<file path="src/rtl/core/ile_pkg.sv">
// ----------------------------------------------------------------------------
// ile_pkg
// Shared types and constants for the indexed list engine.
// ----------------------------------------------------------------------------
package ile_pkg;

  localparam int DEPTH = 32;
  localparam int EW    = 8;
  localparam int IDX_W = $clog2(DEPTH);
  localparam int CNT_W = IDX_W + 1;
  localparam int OP_W  = 3;
  localparam int ST_W  = 3;

  typedef enum logic [OP_W-1:0] {
    OP_INSERT = 3'd0,
    OP_DELETE = 3'd1,
    OP_ALTER  = 3'd2,
    OP_LOCATE = 3'd3,
    OP_GET    = 3'd4,
    OP_CLEAR  = 3'd5
  } op_t;

  typedef enum logic [ST_W-1:0] {
    ST_OK       = 3'd0,
    ST_RANGE    = 3'd1,
    ST_FULL     = 3'd2,
    ST_EMPTY    = 3'd3,
    ST_NOTFOUND = 3'd4
  } status_t;

  // Per-cycle action broadcast to every slot cell
  typedef enum logic [2:0] {
    CK_HOLD = 3'd0,
    CK_PUT  = 3'd1,
    CK_INS  = 3'd2,
    CK_DEL  = 3'd3,
    CK_CLR  = 3'd4
  } cell_op_t;

  typedef struct packed {
    cell_op_t          kind;
    logic [IDX_W-1:0]  pos;
    logic [CNT_W-1:0]  count;
    logic [EW-1:0]     value;
  } ile_ctl_t;

endpackage

</file>
<file path="src/rtl/core/indexed_list_engine_unit.sv">
// ----------------------------------------------------------------------------
// indexed_list_engine_unit
// Fixed-capacity ordered list kept in a row of slot cells.
// ----------------------------------------------------------------------------
//  channel  | ports              | payload
//  ---------+--------------------+------------------------------------------
//  command  | in_tvalid/tready   | operation, index, value
//  result   | out_tvalid/tready  | status, position, read_data, fill_count
//  config   | cfg_wr_en          | capacity
//
//  A command transfer loads the command register; the result is then registered
//  in the output register. Locate first waits for the registered per-cell match
//  vector before the first-hit encode. One command is in flight at a time, so a
//  new command is taken only after the current one has issued its result; the
//  next one is taken while a result waits in the output register. A stalled
//  result holds the cell row. Reset clears every slot, the fill count and sets
//  capacity to 32.
// ----------------------------------------------------------------------------
module indexed_list_engine_unit import ile_pkg::*; (
  input  logic             clk,
  input  logic             rst_n,
  input  logic             in_tvalid,
  output logic             in_tready,
  input  logic [15:0]      in_tdata,   // operation[2:0], index[7:3], value[15:8]
  output logic             out_tvalid,
  input  logic             out_tready,
  output logic [23:0]      out_tdata,  // status[2:0], position[7:3],
                                       // read_data[15:8], fill_count[21:16]
  input  logic             cfg_wr_en,
  input  logic [CNT_W-1:0] cfg_wr_data
);

  ile_ctl_t                 ctl;
  logic [DEPTH-1:0][EW-1:0] slot_data;
  logic [DEPTH-1:0]         slot_match;
  logic [ST_W-1:0]          status;
  logic [IDX_W-1:0]         position;
  logic [EW-1:0]            read_data;
  logic [CNT_W-1:0]         fill_count;

  ile_ctrl u_ctrl (
    .clk            (clk),
    .rst_n          (rst_n),
    .in_tvalid      (in_tvalid),
    .in_tready      (in_tready),
    .in_op          (in_tdata[2:0]),
    .in_idx         (in_tdata[7:3]),
    .in_value       (in_tdata[15:8]),
    .cfg_wr_en      (cfg_wr_en),
    .cfg_wr_data    (cfg_wr_data),
    .slot_data      (slot_data),
    .slot_match     (slot_match),
    .ctl            (ctl),
    .out_tvalid     (out_tvalid),
    .out_tready     (out_tready),
    .out_status     (status),
    .out_position   (position),
    .out_read_data  (read_data),
    .out_fill_count (fill_count)
  );

  for (genvar g = 0; g < DEPTH; g++) begin : g_cell
    logic [EW-1:0] left_d;
    logic [EW-1:0] right_d;
    if (g == 0) begin : g_first
      assign left_d = '0;
    end else begin : g_mid_l
      assign left_d = slot_data[g-1];
    end
    if (g == DEPTH - 1) begin : g_last
      assign right_d = '0;
    end else begin : g_mid_r
      assign right_d = slot_data[g+1];
    end
    ile_cell u_cell (
      .clk        (clk),
      .rst_n      (rst_n),
      .cell_idx   (IDX_W'(g)),
      .ctl        (ctl),
      .left_data  (left_d),
      .right_data (right_d),
      .data       (slot_data[g]),
      .match      (slot_match[g])
    );
  end

  assign out_tdata = {2'b00, fill_count, read_data, position, status};

endmodule

</file>
<file path="src/rtl/core/ile_cell.sv">
// ----------------------------------------------------------------------------
// ile_cell
// One list slot: holds an element, shifts from either neighbor, compares.
// ----------------------------------------------------------------------------
module ile_cell import ile_pkg::*; (
  input  logic             clk,
  input  logic             rst_n,
  input  logic [IDX_W-1:0] cell_idx,
  input  ile_ctl_t         ctl,
  input  logic [EW-1:0]    left_data,
  input  logic [EW-1:0]    right_data,
  output logic [EW-1:0]    data,
  output logic             match
);

  logic [EW-1:0]    data_r;
  logic [EW-1:0]    data_nxt;
  logic [CNT_W-1:0] idx_ext;
  logic [CNT_W-1:0] idx_inc;
  logic [CNT_W-1:0] pos_ext;

  assign idx_ext = {1'b0, cell_idx};
  assign idx_inc = idx_ext + CNT_W'(1);
  assign pos_ext = {1'b0, ctl.pos};

  always_comb begin
    data_nxt = data_r;
    case (ctl.kind)
      CK_PUT: begin
        if (cell_idx == ctl.pos) data_nxt = ctl.value;
      end
      CK_INS: begin
        if (cell_idx == ctl.pos) begin
          data_nxt = ctl.value;
        end else if (idx_ext > pos_ext && idx_ext <= ctl.count) begin
          data_nxt = left_data;
        end
      end
      CK_DEL: begin
        // drop the vacated tail slot, pull the rest left
        if (idx_inc == ctl.count) begin
          data_nxt = '0;
        end else if (idx_ext >= pos_ext && idx_inc < ctl.count) begin
          data_nxt = right_data;
        end
      end
      CK_CLR:  data_nxt = '0;
      default: data_nxt = data_r;
    endcase
  end

  always_ff @(posedge clk) begin
    if (!rst_n) begin
      data_r <= '0;
    end else begin
      data_r <= data_nxt;
    end
  end

  assign data  = data_r;
  assign match = (data_r == ctl.value) && (idx_ext < ctl.count);

endmodule

</file>
<file path="src/rtl/core/ile_ctrl.sv">
// ----------------------------------------------------------------------------
// ile_ctrl
// Command sequencer: holds the command, fill count and capacity, drives the
// cell row and builds the result.
// ----------------------------------------------------------------------------
module ile_ctrl import ile_pkg::*; (
  input  logic                       clk,
  input  logic                       rst_n,
  input  logic                       in_tvalid,
  output logic                       in_tready,
  input  logic [OP_W-1:0]            in_op,
  input  logic [IDX_W-1:0]           in_idx,
  input  logic [EW-1:0]              in_value,
  input  logic                       cfg_wr_en,
  input  logic [CNT_W-1:0]           cfg_wr_data,
  input  logic [DEPTH-1:0][EW-1:0]   slot_data,
  input  logic [DEPTH-1:0]           slot_match,
  output ile_ctl_t                   ctl,
  output logic                       out_tvalid,
  input  logic                       out_tready,
  output logic [ST_W-1:0]            out_status,
  output logic [IDX_W-1:0]           out_position,
  output logic [EW-1:0]              out_read_data,
  output logic [CNT_W-1:0]           out_fill_count
);

  logic             cmd_valid_r;
  logic [OP_W-1:0]  cmd_op_r;
  logic [IDX_W-1:0] cmd_idx_r;
  logic [EW-1:0]    cmd_value_r;
  logic             match_ok_r;
  logic [DEPTH-1:0] match_r;
  logic [CNT_W-1:0] count_r;
  logic [CNT_W-1:0] count_nxt;
  logic [CNT_W-1:0] cap_r;
  logic [CNT_W-1:0] cap_eff;
  logic             out_valid_r;
  logic [ST_W-1:0]  status_r;
  logic [IDX_W-1:0] position_r;
  logic [EW-1:0]    read_data_r;

  logic             out_free;
  logic             fire;
  logic [CNT_W-1:0] idx_ext;
  logic             found;
  logic [IDX_W-1:0] first_pos;
  status_t          status_nxt;
  logic [IDX_W-1:0] position_nxt;
  logic [EW-1:0]    read_data_nxt;
  cell_op_t         kind;
  logic [IDX_W-1:0] pos;

  assign cap_eff = (cap_r > CNT_W'(DEPTH)) ? CNT_W'(DEPTH) :
                   (cap_r == '0) ? CNT_W'(1) : cap_r;
  assign idx_ext  = {1'b0, cmd_idx_r};
  assign out_free = !out_valid_r || out_tready;
  // locate waits for the registered match vector
  assign fire = cmd_valid_r && out_free &&
                ((cmd_op_r != OP_LOCATE) || match_ok_r);
  assign in_tready = !cmd_valid_r;

  always_comb begin
    found     = |match_r;
    first_pos = '0;
    for (int k = DEPTH - 1; k >= 0; k--) begin
      if (match_r[k]) first_pos = IDX_W'(k);
    end
  end

  always_comb begin
    status_nxt    = ST_OK;
    position_nxt  = '0;
    read_data_nxt = '0;
    count_nxt     = count_r;
    kind          = CK_HOLD;
    pos           = '0;
    case (cmd_op_r)
      OP_INSERT: begin
        if (idx_ext >= cap_eff) begin
          status_nxt = ST_RANGE;
        end else if (count_r >= cap_eff) begin
          status_nxt = ST_FULL;
        end else begin
          kind      = CK_INS;
          pos       = (idx_ext >= count_r) ? count_r[IDX_W-1:0] : cmd_idx_r;
          count_nxt = count_r + CNT_W'(1);
        end
      end
      OP_DELETE: begin
        if (idx_ext >= cap_eff) begin
          status_nxt = ST_RANGE;
        end else if (count_r == '0) begin
          status_nxt = ST_EMPTY;
        end else begin
          kind      = CK_DEL;
          count_nxt = count_r - CNT_W'(1);
          pos       = (idx_ext >= count_r) ? count_nxt[IDX_W-1:0] : cmd_idx_r;
        end
      end
      OP_ALTER: begin
        if (idx_ext >= cap_eff) begin
          status_nxt = ST_RANGE;
        end else if (idx_ext < count_r) begin
          kind = CK_PUT;
          pos  = cmd_idx_r;
        end else if (count_r >= cap_eff) begin
          status_nxt = ST_FULL;
        end else begin
          kind      = CK_PUT;
          pos       = count_r[IDX_W-1:0];
          count_nxt = count_r + CNT_W'(1);
        end
      end
      OP_LOCATE: begin
        if (found) begin
          position_nxt = first_pos;
        end else begin
          status_nxt = ST_NOTFOUND;
        end
      end
      OP_GET: begin
        if (idx_ext >= cap_eff) begin
          status_nxt = ST_RANGE;
        end else begin
          read_data_nxt = slot_data[cmd_idx_r];
        end
      end
      OP_CLEAR: begin
        kind      = CK_CLR;
        count_nxt = '0;
      end
      default: status_nxt = ST_OK;
    endcase
  end

  always_comb begin
    ctl.kind  = fire ? kind : CK_HOLD;
    ctl.pos   = pos;
    ctl.count = count_r;
    ctl.value = cmd_value_r;
  end

  always_ff @(posedge clk) begin
    if (!rst_n) begin
      cmd_valid_r <= 1'b0;
      match_ok_r  <= 1'b0;
      out_valid_r <= 1'b0;
      count_r     <= '0;
      cap_r       <= CNT_W'(DEPTH);
    end else begin
      if (cfg_wr_en) cap_r <= cfg_wr_data;
      if (in_tvalid && in_tready) begin
        cmd_valid_r <= 1'b1;
      end else if (fire) begin
        cmd_valid_r <= 1'b0;
      end
      match_ok_r <= cmd_valid_r && !fire;
      if (fire) begin
        out_valid_r <= 1'b1;
        count_r     <= count_nxt;
      end else if (out_tready) begin
        out_valid_r <= 1'b0;
      end
    end
  end

  always_ff @(posedge clk) begin
    match_r <= slot_match;
    if (in_tvalid && in_tready) begin
      cmd_op_r    <= in_op;
      cmd_idx_r   <= in_idx;
      cmd_value_r <= in_value;
    end
    if (fire) begin
      status_r    <= status_nxt;
      position_r  <= position_nxt;
      read_data_r <= read_data_nxt;
    end
  end

  assign out_tvalid     = out_valid_r;
  assign out_status     = status_r;
  assign out_position   = position_r;
  assign out_read_data  = read_data_r;
  assign out_fill_count = count_r;

endmodule

</file>
<file path="config.mk">
export PLATFORM = sky130hd
export DESIGN_NAME = indexed_list_engine_unit
export DESIGN_NICKNAME = d
export VERILOG_FILES = /design/src/rtl/core/ile_pkg.sv /design/src/rtl/core/indexed_list_engine_unit.sv /design/src/rtl/core/ile_cell.sv /design/src/rtl/core/ile_ctrl.sv
export SDC_FILE = /design/constraint.sdc
export NUM_CORES = 1
export LEC_CHECK = 0
export BUFFER_PORTS_ARGS = -buffer_cell sky130_fd_sc_hd__buf_2
export CAP_MARGIN = 10
export CORE_UTILIZATION = 30
export CTS_CLUSTER_DIAMETER = 60
export DETAILED_ROUTE_END_ITERATION = 8
export PLACE_DENSITY = 0.5
export SLEW_MARGIN = 20
export SYNTH_ARGS = -nofsm -noshare
export SYNTH_HDL_FRONTEND = slang
export SYNTH_SLANG_ARGS = --single-unit
</file>
<file path="constraint.sdc">
create_clock -name clk -period 3.82 [get_ports clk]
set_input_delay 0.191 -clock clk [delete_from_list [all_inputs] [get_ports clk]]
set_output_delay 0.191 -clock clk [all_outputs]
set_load 0.05 [all_outputs]
</file>
After elaboration in Yosys (flattened, before gate mapping)
Index checks and enable logic that the tools add are counted.
{"block": "word_totals", "reg_bits": 335, "latch_bits": 0, "ramBits": 0, "rom_bits": 0, "in_bits": 27, "output_inout_bits": 26, "wordCells": 813, "memories": 0}
{"block": "classes", "n_addsub": 2, "n_mul": 0, "div_mod_pow": 0, "magnitude_cmp": 135, "n_eq_ne": 206, "n_shift": 0, "n_mux": 266, "n_bitwise": 3, "n_reduce_logical": 153}
{"operator": "8-bit 2-to-1 mux", "n": 161}
{"operator": "8-bit one-hot mux with 4 select lines", "n": 32}
{"operator": "8-bit == test", "n": 32}
{"operator": "3-bit by 1-bit != test with 1-bit output, second input constant", "n": 64}
{"operator": "4-bit AND reduction", "n": 32}
{"operator": "5-bit 2-to-1 mux", "n": 25}
{"operator": "1-bit logical AND", "n": 100}
{"operator": "5-bit by 6-bit == test with 1-bit output, first input constant", "n": 16}
{"operator": "5-bit by 6-bit <= comparator with 1-bit output, first input constant", "n": 16}
{"operator": "5-bit by 6-bit less-than comparator with 1-bit output, first input constant", "n": 16}
{"operator": "5-bit == test, first input constant", "n": 16}
{"operator": "5-bit greater-or-equal comparator, first input constant", "n": 16}
{"operator": "5-bit greater-than comparator, first input constant", "n": 16}
{"operator": "2-bit by 1-bit != test with 1-bit output, second input constant", "n": 32}
{"operator": "4-bit by 6-bit == test with 1-bit output, first input constant", "n": 8}
{"operator": "4-bit by 6-bit <= comparator with 1-bit output, first input constant", "n": 8}
{"operator": "4-bit by 6-bit less-than comparator with 1-bit output, first input constant", "n": 8}
{"operator": "6-bit 2-to-1 mux", "n": 8}
{"operator": "3-bit 2-to-1 mux", "n": 14}
{"operator": "8-bit binary-select mux with 5-bit select", "n": 1}
{"operator": "4-bit by 5-bit == test with 1-bit output, first input constant", "n": 8}
{"operator": "4-bit by 5-bit greater-or-equal comparator with 1-bit output, first input constant", "n": 8}
{"operator": "4-bit by 5-bit greater-than comparator with 1-bit output, first input constant", "n": 8}
{"operator": "4-bit 2-to-1 mux", "n": 8}
{"operator": "54 further kinds", "n": 112}

Logic depth before layout (Yosys ltp)
{"block": "logic_depth", "word_depth": 31, "depth_mapped": 18, "mapped_depth_nobuf": 14}

Cells and area by module
From an unflattened synthesis, not the netlist that was laid out.
{"block": "unflattened", "hier_cells": 4235, "hier_area_um2": 39753.1}
{"mod": "ile_cell", "n_inst": 32, "cells_each": 117, "area_each_um2": 1063.5, "seq_area_each_um2": 160.2}
{"mod": "ile_ctrl", "n_inst": 1, "cells_each": 487, "area_each_um2": 5698.0, "seq_area_each_um2": 1901.8}
{"mod": "indexed_list_engine_unit", "n_inst": 1, "cells_each": 4, "area_each_um2": 22.5, "seq_area_each_um2": 0.0}

Worst setup path before layout
No wires, ideal clock.
{"block": "synth_timing", "path_type": "register to register", "start": "register u_ctrl.count_r[3] (netlist: u_ctrl.out_fill_count[3])", "end": "register g_cell[5].u_cell.data_r[0]", "setup_ns": 0.132, "arrival_ns": 3.934, "t_required_ns": 3.688, "slack_ns": -0.246, "path_stages_with_launch": 16, "n_path_buf": 3, "synth_period_minus_slack_ns": 4.066, "path_cell_list": "dfxtp_1 buf_2 inv_1 clkbuf_1 ha_1 a211o_1 o211ai_2 o21ai_1 o21ai_0 o32a_1 buf_4 nand2_1 nor3_2 mux2_2 a221oi_1 a21oi_1"}
{"block": "synth_via", "elab_chain_len": 9, "word_cells_on_any_way": 44, "cone_classes": "add/sub: 1; order compare: 7; eq/ne: 9; mux: 22; reduce/logical: 5"}
{"item": "start: declaration", "line_no": "ile_ctrl.sv:33", "rtl": "logic [CNT_W-1:0] count_r;"}
{"item": "start signal: assignment", "line_no": "ile_ctrl.sv:160", "rtl": "count_r <= count_nxt;"}
{"item": "6-bit by 1-bit subtractor with 6-bit output, or another cell as far along", "line_no": "ile_ctrl.sv:96", "rtl": "count_nxt = count_r - CNT_W'(1);"}
{"item": "5-bit 2-to-1 mux, or another cell as far along", "line_no": "ile_ctrl.sv:97", "rtl": "pos = (idx_ext >= count_r) ? count_nxt[IDX_W-1:0] : cmd_idx_r;"}
{"item": "5-bit 2-to-1 mux, or another cell as far along", "line_no": "ile_ctrl.sv:92", "rtl": "end else if (count_r == '0) begin"}
{"item": "5-bit 2-to-1 mux, or another cell as far along", "line_no": "ile_ctrl.sv:90", "rtl": "if (idx_ext >= cap_eff) begin"}
{"item": "5-bit one-hot mux with 3 select lines / 3-bit one-hot mux with 4 select lines (equally long branches)", "line_no": "ile_ctrl.sv:77", "rtl": "case (cmd_op_r)"}
{"item": "3-bit by 5-bit greater-or-equal comparator with 1-bit output, or another cell as far along", "line_no": "ile_cell.sv:43", "rtl": "end else if (idx_ext >= pos_ext && idx_inc < ctl.count) begin"}
{"item": "1-bit logical AND, or another cell as far along", "line_no": "ile_cell.sv:43"}
{"item": "3-bit by 1-bit != test with 1-bit output (no line), or another cell as far along"}
{"item": "4-bit AND reduction (no line)"}
{"item": "end signal: assignment", "line_no": "ile_cell.sv:56", "rtl": "data_r <= data_nxt;"}
{"item": "end: declaration", "line_no": "ile_cell.sv:16", "rtl": "logic [EW-1:0] data_r;"}
Parallel ways exist; a longest one is shown, timed or not.
A chain may end at the register's enable or synchronous reset.

Final worst setup path
{"block": "layout_timing", "start": "register u_ctrl.cap_r[1]", "end": "register g_cell[6].u_cell.data_r[3]"}
{"block": "layout_via", "elab_chain_len": 12, "word_cells_on_any_way": 37, "cone_classes": "order compare: 5; eq/ne: 8; mux: 19; reduce/logical: 5"}
{"item": "start: declaration", "line_no": "ile_ctrl.sv:35", "rtl": "logic [CNT_W-1:0] cap_r;"}
{"item": "start signal: assignment", "line_no": "ile_ctrl.sv:149", "rtl": "cap_r <= CNT_W'(DEPTH);"}
{"item": "start signal: assignment", "line_no": "ile_ctrl.sv:151", "rtl": "if (cfg_wr_en) cap_r <= cfg_wr_data;"}
{"item": "branches (longest 2 deep; another with 6-bit greater-than comparator)"}
{"item": "6-bit 2-to-1 mux *", "line_no": "ile_ctrl.sv:53", "rtl": "assign cap_eff = (cap_r > CNT_W'(DEPTH)) ? CNT_W'(DEPTH) :"}
{"item": "6-bit greater-or-equal comparator", "line_no": "ile_ctrl.sv:81, ile_ctrl.sv:106"}
{"item": "5-bit 2-to-1 mux / 1-bit 2-to-1 mux (equally long branches)", "line_no": "ile_ctrl.sv:106", "rtl": "end else if (count_r >= cap_eff) begin"}
{"item": "5-bit 2-to-1 mux / 3-bit 2-to-1 mux (equally long branches)", "line_no": "ile_ctrl.sv:103", "rtl": "end else if (idx_ext < count_r) begin"}
{"item": "5-bit 2-to-1 mux / 3-bit 2-to-1 mux (equally long branches)", "line_no": "ile_ctrl.sv:101", "rtl": "if (idx_ext >= cap_eff) begin"}
{"item": "5-bit one-hot mux with 3 select lines / 3-bit one-hot mux with 4 select lines (equally long branches)", "line_no": "ile_ctrl.sv:77"}
{"item": "3-bit by 5-bit greater-or-equal comparator with 1-bit output, or another cell as far along", "line_no": "ile_cell.sv:43"}
{"item": "1-bit logical AND, or another cell as far along", "line_no": "ile_cell.sv:43"}
{"item": "3-bit by 1-bit != test with 1-bit output (no line), or another cell as far along"}
{"item": "4-bit AND reduction (no line)"}
{"item": "end signal: assignment", "line_no": "ile_cell.sv:56"}
{"item": "end: declaration", "line_no": "ile_cell.sv:16"}
Mark *: on every way between the ends.

==> impl_metrics.tcl <==
set metrics [dict create \
    status "finished, violations left" \
    violations "setup timing" \
    ys_ff_latch 335 \
    rows 104 \
    clkTransAtPathRegs_ps 50 \
    hold_violations 0 \
    io-pin-count 53 \
    initial_core_util_pct 30.5 \
    yosys-top-cells-count "303 x dfxtp_1, 286 x a21oi_1, 213 x o21ai_0, 194 x xnor2_1, 183 x a221oi_1" \
    root_buffer "clkbuf_16" \
    fin_setup_tns_ps -3490 \
    power_leakage_nw 13.2 \
    power.density_nw_per_um2 351 \
    synthCells 2771 \
    clock_latency_ps 610 \
    timing.final.ws_setup_ps -130 \
    path_max_fanout 5 \
    crit_top_cell "buf_6" \
    cp_slowest_stage_delay_ps 330 \
    numCtsBuffers 49 \
    grt_pass1_wl_um 178000 \
    avgSynthCellArea_um2 8.93 \
    hold-worst-slack_ps 10.1 \
    numPortBuffers 50 \
    vias 26900 \
    cts_max_path_buffers 3 \
    layout-drive-gt1-share_pct 40.1 \
    yosys_warnings 0 \
    syn-cell-area_um2 24700 \
    h-tree-depth 2 \
    antenna_found_initial 6 \
    synthArstFlopShare_pct 0 \
    path_delay_family "compound AO/OA/AOI/OAI gates" \
    path_class "reg -> reg" \
    post-place-ws_ps -371 \
    die_x_um 289 \
    wl_um 127000 \
    grt-ovfl-total 0 \
    synth_cell_types 94 \
    worstPathCellList "nor4_2 > nor2_1 > nor2_2 > ha_1 > nand2b_4 > a31oi_4 > buf_6 > o21a_4 > buf_6 > a22oi_2 > buf_4 > o32a_4 > clkbuf_16 > nand2_4 > buf_6 > nor3_4 > clkbuf_16 > mux2_2 > a221oi_2 > a211oi_1" \
    fin_total_pwr_mw 12.3 \
    synth_seq_area_share_pct 28.4 \
    vias_per_cell 6.32 \
    die_area_um2 83600 \
    place.gp.congestion 1.00 \
    syn2layout_area_growth_pct 41.3 \
    finalSetupViolCount 88 \
    cpMaxStageDelayCell "mux2_2" \
    routedWlPerCell_um 29.9 \
    synth_edf_count 32 \
    synth.most_common_cell "dfxtp_1" \
    cap_violations 0 \
    drt_first_pass_iters 6 \
    first_iter_violations 2921 \
    track_usage_pct 28.6 \
    cts_sinks 335 \
    hold_class "in -> reg" \
    endpoint_kind "flip-flop" \
    peakVddDrop_v 0.000356 \
    drv_slew 0 \
    grt_max_degree 178 \
    relSlewSlack_pct 25.1 \
    crit_arrival_ps 4380 \
    fin_util_pct 43.1 \
    path_buf_inv 6 \
    nets 3192 \
    max_slew.worst_pin.slew_ps 1100 \
    crit_path_start_kind "flip-flop" \
    yosys.area.top_type "dfxtp_1" \
    drcViolationCount 0 \
    core_um2 81100 \
    cts_tree "yes" \
    place_hpwl_um 87400 \
    synth.area.top_cells "dfxtp_1 25%, mux2_2 7.8%, mux4_2 7.3%" \
    finalCritPeriodShare_pct 103 \
    grt_pass1_vias 25700 \
    clock_skew_ps 22.5 \
    rsz0062_at_grt "yes" \
    synth_top_cell_area_share_pct 24.5 \
    finalCriticalPeriod_ps 3950 \
    required_ps 4250 \
    drtAntennaViolNets 0 \
    synthFlopType "dfxtp_1" \
    die_y_um 289 \
    fmax_mhz 253 \
]
power breakdown:
| group | switching, mW | leakage (nW) | internal [mW] |
|---|---|---|---|
| Sequential | 0.452 | 2.77 | 3.80 |
| Combinational | 1.90 | 9.65 | 1.57 |
| Clock | 1.86 | 0.792 | 2.72 |
| Total | 4.20 | 13.2 | 8.08 |
layer usage:
metal  share of wire, %  vias to the layer above  GRT usage, %
met4                4.4                        4          10.6
met5              0.024                        -             0
met3                9.7                      329          6.56
met2                 44                     1581          44.3
li1                   -                    11500             -
met1                 41                    13400          38.6
worst paths after layout:
check                            startpoint                                     to  cells past startpoint  slack (ps)
min reg2reg  u_ctrl.out_tvalid$_SDFFE_PN0P_         u_ctrl.out_tvalid$_SDFFE_PN0P_                      2         500
min                               cfg_wr_en           u_ctrl.cap_r[1]$_SDFFE_PN0P_                      3          10
max            u_ctrl.cap_r[1]$_SDFFE_PN0P_  g_cell[6].u_cell.data[3]$_SDFFE_PN0P_                     20        -130
max reg2reg    u_ctrl.cap_r[1]$_SDFFE_PN0P_  g_cell[6].u_cell.data[3]$_SDFFE_PN0P_                     20        -130
cells by family after synthesis:
kind of cell,Yosys count,share of synthesized area [%]
and+or+nand+nor,540,10.9
other,1,0.0152
muxes,305,17.2
buffers and inverters,290,4.85
xor gates and xnor gates,257,9.10
DFF,335,28.4
AOI/OAI and AO/OA,1022,28.5
adders and majority gates,21,1.05
cells in the final DEF (no fill, tap or decap), types with 26 or more instances in the layout:
cell           synthesis  routed
a221oi_1             183      53
mux2i_1               54      48
o21ai_1                6      46
clkbuf_16              0      63
buf_2                 42      50
a21oi_1              286     253
a31oi_1               27      26
mux2_2               171     117
a21oi_2                1      33
buf_12                 0      78
edfxtp_1              32      32
nand2_1              124     107
o211ai_1              69      69
nand4_1               54      54
buf_4                 14     332
o21ai_2                4      40
xnor2_1              194     194
nand3_1               52      48
mux4_2                80      80
dlygate4sd3_1          0      28
a221oi_2               7     128
buf_6                  1      79
a211oi_1              41      26
dfxtp_1              303     301
nor2_1               144     129
o21ai_0              213     131
xor2_1                63      63
mux2_4                 0      54
nor3_1                48      47
sequential cells by signal, summed over array words and instances (netlist names):
name and cells:
u_ctrl.cmd_idx_r 5, u_ctrl.out_fill_count 6, u_ctrl.cmd_value_r 8, u_ctrl.match_ok_r 1, u_ctrl.match_r 32, u_ctrl.cmd_valid_r 1
u_ctrl.out_read_data 8, u_ctrl.cap_r 6, u_ctrl.out_position 5, u_ctrl.out_status 3, u_ctrl.out_tvalid 1, u_ctrl.cmd_op_r 3
g_cell.u_cell.data 256
per-stage QoR:
stage / std cells / instance area (um^2)
after floorplan: 2772 / 24800
final: 4247 / 35000
after detailed placement: 4021 / 29200
after CTS: 4159 / 31800
after global placement: 4021 / 29200
after global routing: 4243 / 35000
what timing repair did:
item	4_1_cts	5_1_grt
hold endpoints to repair	23	0
hold buffers	28	0
gates resized for setup	106	548
endpoints found under the setup margin	256	253
gates cloned	4	20
pin swaps	19	164
setup buffers	18	70
worst reg2reg max path: stages (launching register included):
cell and delay (ps):
dfxtp_2 320, nor4_2 300, nor2_1 80, nor2_2 140
ha_1 140, nand2b_4 120, a31oi_4 100, buf_6 140
o21a_4 220, buf_6 120, a22oi_2 220, buf_4 160
o32a_4 210, clkbuf_16 170, nand2_4 40, buf_6 120
nor3_4 300, clkbuf_16 220, mux2_2 340, a221oi_2 210
a211oi_1 100
layout make-up:
class | instances | area [um^2]
Fill cell | 7831 | 46100
Multi-Input combinational cell | 2148 | 19000
Sequential cell | 335 | 7030
Timing Repair Buffer | 589 | 5950
Clock buffer | 74 | 1460
Tap cell | 1060 | 1330
Clock inverter | 15 | 138
Inverter | 22 | 82.6
Antenna cell | 4 | 10.0
No activity file was read; power rests on OpenSTA's default activity.
